### src/hw/rtl/lca_pkg.sv
// shared types, codes and sizing constants for the lowest common ancestor engine
`timescale 1ns / 1ps

package lca_pkg;

    localparam int NODE_W              = 10;
    localparam int DEPTH_W             = 11;
    localparam int DEFAULT_MAX_NODES   = 1024;
    localparam int DEFAULT_JUMP_LEVELS = 11;

    localparam logic [NODE_W-1:0]  ROOT_RESET = NODE_W'(1);
    localparam logic [DEPTH_W-1:0] DEPTH_SAT  = {DEPTH_W{1'b1}};

    // request opcodes
    localparam logic OPC_ATTACH = 1'b0;
    localparam logic OPC_QUERY  = 1'b1;

    // datapath operations
    typedef logic [3:0] t_op;
    localparam t_op OP_NONE      = 4'd0;
    localparam t_op OP_LOAD      = 4'd1;
    localparam t_op OP_RED       = 4'd2;
    localparam t_op OP_KCLR      = 4'd3;
    localparam t_op OP_ROOT_WR   = 4'd4;
    localparam t_op OP_ATT_START = 4'd5;
    localparam t_op OP_ATT_DEPTH = 4'd6;
    localparam t_op OP_ATT_LVL   = 4'd7;
    localparam t_op OP_Q_RDA     = 4'd8;
    localparam t_op OP_Q_RDB     = 4'd9;
    localparam t_op OP_Q_SWAP    = 4'd10;
    localparam t_op OP_LIFT_D    = 4'd11;
    localparam t_op OP_LIFT_C    = 4'd12;
    localparam t_op OP_P2_START  = 4'd13;
    localparam t_op OP_P2_STEP   = 4'd14;

    typedef struct packed {
        t_op  op;
        logic out_load;
        logic out_from_u;
    } t_cmd;

    typedef struct packed {
        logic opcode;
        logic is_root;
        logic red_done;
        logic k_zero;
        logic k_last;
        logic eq_uv;
        logic out_free;
    } t_sts;

endpackage

### src/hw/rtl/lca_ctrl.sv
// sequencing state machine for attach and query requests
`timescale 1ns / 1ps

module lca_ctrl #(
    parameter int JUMP_LEVELS = lca_pkg::DEFAULT_JUMP_LEVELS
) (
    input  logic          i_clk,
    input  logic          i_rst_n,
    input  logic          i_in_valid,
    output logic          o_in_ready,
    input  lca_pkg::t_sts i_sts,
    output lca_pkg::t_cmd o_cmd
);
    import lca_pkg::*;

    localparam logic [3:0] S_IDLE    = 4'd0;
    localparam logic [3:0] S_RED     = 4'd1;
    localparam logic [3:0] S_ROOT    = 4'd2;
    localparam logic [3:0] S_ATT0    = 4'd3;
    localparam logic [3:0] S_ATT_DEP = 4'd4;
    localparam logic [3:0] S_ATT_LVL = 4'd5;
    localparam logic [3:0] S_QDA     = 4'd6;
    localparam logic [3:0] S_QDB     = 4'd7;
    localparam logic [3:0] S_QSW     = 4'd8;
    localparam logic [3:0] S_LIFT_D  = 4'd9;
    localparam logic [3:0] S_LIFT_C  = 4'd10;
    localparam logic [3:0] S_MEET    = 4'd11;
    localparam logic [3:0] S_P2      = 4'd12;
    localparam logic [3:0] S_FIN_J   = 4'd13;
    localparam logic [3:0] S_FIN_U   = 4'd14;

    logic [3:0] r_state;
    logic [3:0] n_state;

    assign o_in_ready = (r_state == S_IDLE);

    always_comb begin
        n_state          = r_state;
        o_cmd.op         = OP_NONE;
        o_cmd.out_load   = 1'b0;
        o_cmd.out_from_u = 1'b0;
        case (r_state)
            S_IDLE: begin
                if (i_in_valid) begin
                    o_cmd.op = OP_LOAD;
                    n_state  = S_RED;
                end
            end
            S_RED: begin
                if (!i_sts.red_done) begin
                    o_cmd.op = OP_RED;
                end else begin
                    o_cmd.op = OP_KCLR;
                    if (i_sts.opcode == OPC_QUERY) begin
                        n_state = S_QDA;
                    end else if (i_sts.is_root) begin
                        n_state = S_ROOT;
                    end else begin
                        n_state = S_ATT0;
                    end
                end
            end
            S_ROOT: begin
                o_cmd.op = OP_ROOT_WR;
                if (i_sts.k_last) n_state = S_IDLE;
            end
            S_ATT0: begin
                o_cmd.op = OP_ATT_START;
                n_state  = S_ATT_DEP;
            end
            S_ATT_DEP: begin
                o_cmd.op = OP_ATT_DEPTH;
                n_state  = (JUMP_LEVELS == 1) ? S_IDLE : S_ATT_LVL;
            end
            S_ATT_LVL: begin
                o_cmd.op = OP_ATT_LVL;
                if (i_sts.k_last) n_state = S_IDLE;
            end
            S_QDA: begin
                o_cmd.op = OP_Q_RDA;
                n_state  = S_QDB;
            end
            S_QDB: begin
                o_cmd.op = OP_Q_RDB;
                n_state  = S_QSW;
            end
            S_QSW: begin
                o_cmd.op = OP_Q_SWAP;
                n_state  = S_LIFT_D;
            end
            S_LIFT_D: begin
                o_cmd.op = OP_LIFT_D;
                n_state  = S_LIFT_C;
            end
            S_LIFT_C: begin
                o_cmd.op = OP_LIFT_C;
                n_state  = i_sts.k_zero ? S_MEET : S_LIFT_D;
            end
            S_MEET: begin
                if (i_sts.eq_uv) begin
                    n_state = S_FIN_U;
                end else begin
                    o_cmd.op = OP_P2_START;
                    n_state  = S_P2;
                end
            end
            S_P2: begin
                o_cmd.op = OP_P2_STEP;
                if (i_sts.k_zero) n_state = S_FIN_J;
            end
            S_FIN_J: begin
                o_cmd.out_load = i_sts.out_free;
                if (i_sts.out_free) n_state = S_IDLE;
            end
            S_FIN_U: begin
                o_cmd.out_load   = i_sts.out_free;
                o_cmd.out_from_u = 1'b1;
                if (i_sts.out_free) n_state = S_IDLE;
            end
            default: begin
                n_state = S_IDLE;
            end
        endcase
    end

    always_ff @(posedge i_clk) begin
        if (!i_rst_n) begin
            r_state <= S_IDLE;
        end else begin
            r_state <= n_state;
        end
    end

endmodule

### config.mk
export PLATFORM = sky130hd
export DESIGN_NAME = lca_ctrl
export DESIGN_NICKNAME = d
export VERILOG_FILES = /design/src/hw/rtl/lca_pkg.sv /design/src/hw/rtl/lca_ctrl.sv
export SDC_FILE = /design/constraint.sdc
export NUM_CORES = 1
export LEC_CHECK = 0
export ABC_CLOCK_PERIOD_IN_PS = 1700
export BUFFER_PORTS_ARGS = -buffer_cell sky130_fd_sc_hd__buf_4
export CORE_AREA = 2 2 39 41
export DETAILED_ROUTE_END_ITERATION = 16
export DIE_AREA = 0 0 41 43
export PLACE_DENSITY = 0.64
export SKIP_LAST_GASP = 1
export SLEW_MARGIN = 10
export SYNTH_ARGS = -nofsm -noshare
export SYNTH_HDL_FRONTEND = slang
export SYNTH_SLANG_ARGS = --single-unit
### constraint.sdc
create_clock -name i_clk -period 1.7 [get_ports i_clk]
set_clock_uncertainty 0.1 [all_clocks]
set_input_delay 0.255 -clock i_clk [delete_from_list [all_inputs] [get_ports i_clk]]
set_output_delay 0.255 -clock i_clk [all_outputs]
set_load 0.01 [all_outputs]
==> flow_metrics.py <==
metrics = {
    "layout": {
        "multiInputGateArea_um2": 439,
        "drive_above_1_share_pct": 51.9,
        "regMostFlops": "r_state",
        "regArea_um2": 87.6,
        "diodes": 0,
        "design_area_um2": 870,
        "nFillCells": 123,
        "top_regs": "r_state (4)",
        "area_growth_pct": 64.3,
        "utilization_pct": 62.8,
        "nNetsFinal": 118,
        "largest_register_ffs": 4,
    },
    "drt": {
        "detail-route-antenna-nets": 0,
        "drc_errors": 0,
        "drt_iter0_markers": 10,
        "post_drt_wl_per_cell_um": 14.1,
        "wl_um": 1730,
        "dr.pass1.iters": 4,
        "vias": 705,
        "via_per_inst": 5.78,
    },
    "yosys": {
        "yosysWarningCount": 0,
        "synth.net_count": 86,
        "synth_edf_count": 0,
        "synth_most_common_cell": "a21oi_1",
        "postSynth.asyncResetShare_pct": 0,
        "synth.cell_area_um2": 529,
        "synth_area_per_cell_um2": 6.96,
        "synth_top_area_share_pct": 15.1,
        "synth_cells": 76,
        "ys_types": 40,
        "synth-main-ff-cell": "dfxtp_1",
        "yosysSeqAreaShare_pct": 15.1,
        "ys_seq_elements": 4,
        "synth_largest_area_cell": "dfxtp_1",
        "synth_area_leaders": "dfxtp_1 15%, a21oi_1 10%, nor3_1 5.7%",
        "synth_common_cells": "11 x a21oi_1, 6 x nor3_1, 5 x clkbuf_1, 5 x nand2_1, 5 x o21ai_0",
    },
    "placed_design": {
        "dpl-instance-area_um2": 708,
        "dpl.hpwl_um": 1210,
        "io_buffers": 16,
        "place_congestion": 0.844,
    },
    "timing": {
        "relSlewSlack_pct": 81.1,
        "finalSetupViolCount": 7,
        "worst_slack_ps": -185,
        "max_freq_mhz": 530,
        "holdWs_ps": 202,
        "rsz0062_at_grt": "yes",
        "hold_viol_final": 0,
        "min_period_ps": 1890,
        "drv_slew": 0,
        "timing.final.crit_share_pct": 111,
        "tightest_slew_ps": 280,
        "fin_tns_setup_ps": -523,
    },
    "run_status": {
        "violations": "negative setup slack",
        "status": "finished, violations left",
    },
    "clocking": {
        "path_clk_slew_ps": 30,
        "htree_levels": 1,
        "cts_sinks": 4,
        "hold_buffers": 0,
        "tritoncts": "done",
        "clockBufferDepth": 2,
        "clock_latency_ps": 230,
        "numCtsBuffers": 3,
        "cts_root_buffer": "clkbuf_4",
    },
    "die": {
        "die-height_um": 43,
        "io_pins": 17,
        "rows": 14,
        "die_width_um": 41,
        "die_area_um2": 1760,
        "core_area_um2": 1380,
        "initial_core_util_pct": 38.2,
    },
    "setup_path": {
        "crit_start": "r_state[1]$_SDFFE_PN0P_",
        "reg2reg_slack_ps": -110,
        "required_ps": 1340,
        "worstSetupEndpointType": "primary output",
        "crit_fanout": 3,
        "r2r_start": "r_state[0]$_SDFFE_PN0P_",
        "crit_type": "reg -> out",
        "cp.arrival_ps": 1530,
        "startpoint_type": "flop",
    },
    "pwr": {
        "power.static_leakage_nw": 0.356,
        "ir_drop_mv": 0.935,
        "finalPower_mw": 1.44,
        "power_per_cell_area_nw_per_um2": 1660,
    },
    "grt": {
        "grtUsageTotal_pct": 19.3,
        "grt_first_pass_wirelength_um": 2420,
        "grt_pass1_vias": 577,
        "grt_max_degree": 15,
        "antenna_found_initial": 0,
        "grt_remaining_overflow": 0,
    },
    "run": {
        "drv_cap": 0,
    },
    "min_path": {
        "min_path_type": "in -> reg",
        "min_from": "i_rst_n",
    },
}
[path summary, 6_finish.rpt]
kind	endpoint	depth (start not counted)
hold / removal	r_state[0]$_SDFFE_PN0P_	3
setup / recovery	o_cmd[2]	5
setup reg to reg	r_state[2]$_SDFFE_PN0P_	6
hold reg to reg	r_state[3]$_SDFFE_PN0P_	3
[power by group]
part           internal [mW]  total, mW  switching (mW)
Combinational          0.626       1.14           0.517
Sequential             0.137      0.183          0.0459
Clock                 0.0788      0.115          0.0362
Total                  0.842       1.44           0.599
[layer usage]
metal	GRT usage (%)	vias to the layer above	wire length, um
met4	2.00	0	0
met3	3.14	0	117
met5	0	-	0
met2	33.8	29	898
met1	24.1	328	708
li1	-	348	-
[cells by family after synthesis]
group / count (synthesis) / synth area share (%)
compound gates: 27 / 34.3
mux: 2 / 3.78
buf+inv: 12 / 10.6
flops: 4 / 15.1
xor+xnor: 2 / 3.31
simple gates: 29 / 32.9
[worst max-delay path, stage by stage, from the launching register on]
cell and delay, ps:
dfxtp_2 340, inv_2 40, or4_4 520, a31oi_1 150, o22a_1 140, buf_4 110
[area by class of cell]
type,count,area share [%]
Multi-Input combinational cell,60,50.5
Timing Repair Buffer,34,32.2
Sequential cell,4,10.1
Clock buffer,3,2.59
Inverter,5,2.30
Tap cell,16,2.30
[what timing repair did]
action	CTS	global route
buffers inserted	0	8
gates resized for setup	13	10
pin swaps	3	1
endpoints found under the setup margin	8	9
[cell usage in the layout, fill, tap and decap left out, drive strengths merged, types with 4 or more instances in the layout]
| cell type | instances |
|---|---|
| buf | 33 |
| clkbuf | 4 |
| o21ai | 5 |
| inv | 4 |
| nand2 | 5 |
| nor3 | 6 |
| dfxtp | 4 |
| a21oi | 11 |
[metrics by stage]
stage | instances | setup WS, ps
3_5_place_dp | 111 | -72.9
6_report | 122 | -185
4_1_cts | 114 | -196
3_3_place_gp | 111 | -36.1
2_1_floorplan | 76 | 0.0748
5_1_grt | 122 | -243
(Power assumes the default switching activity.)
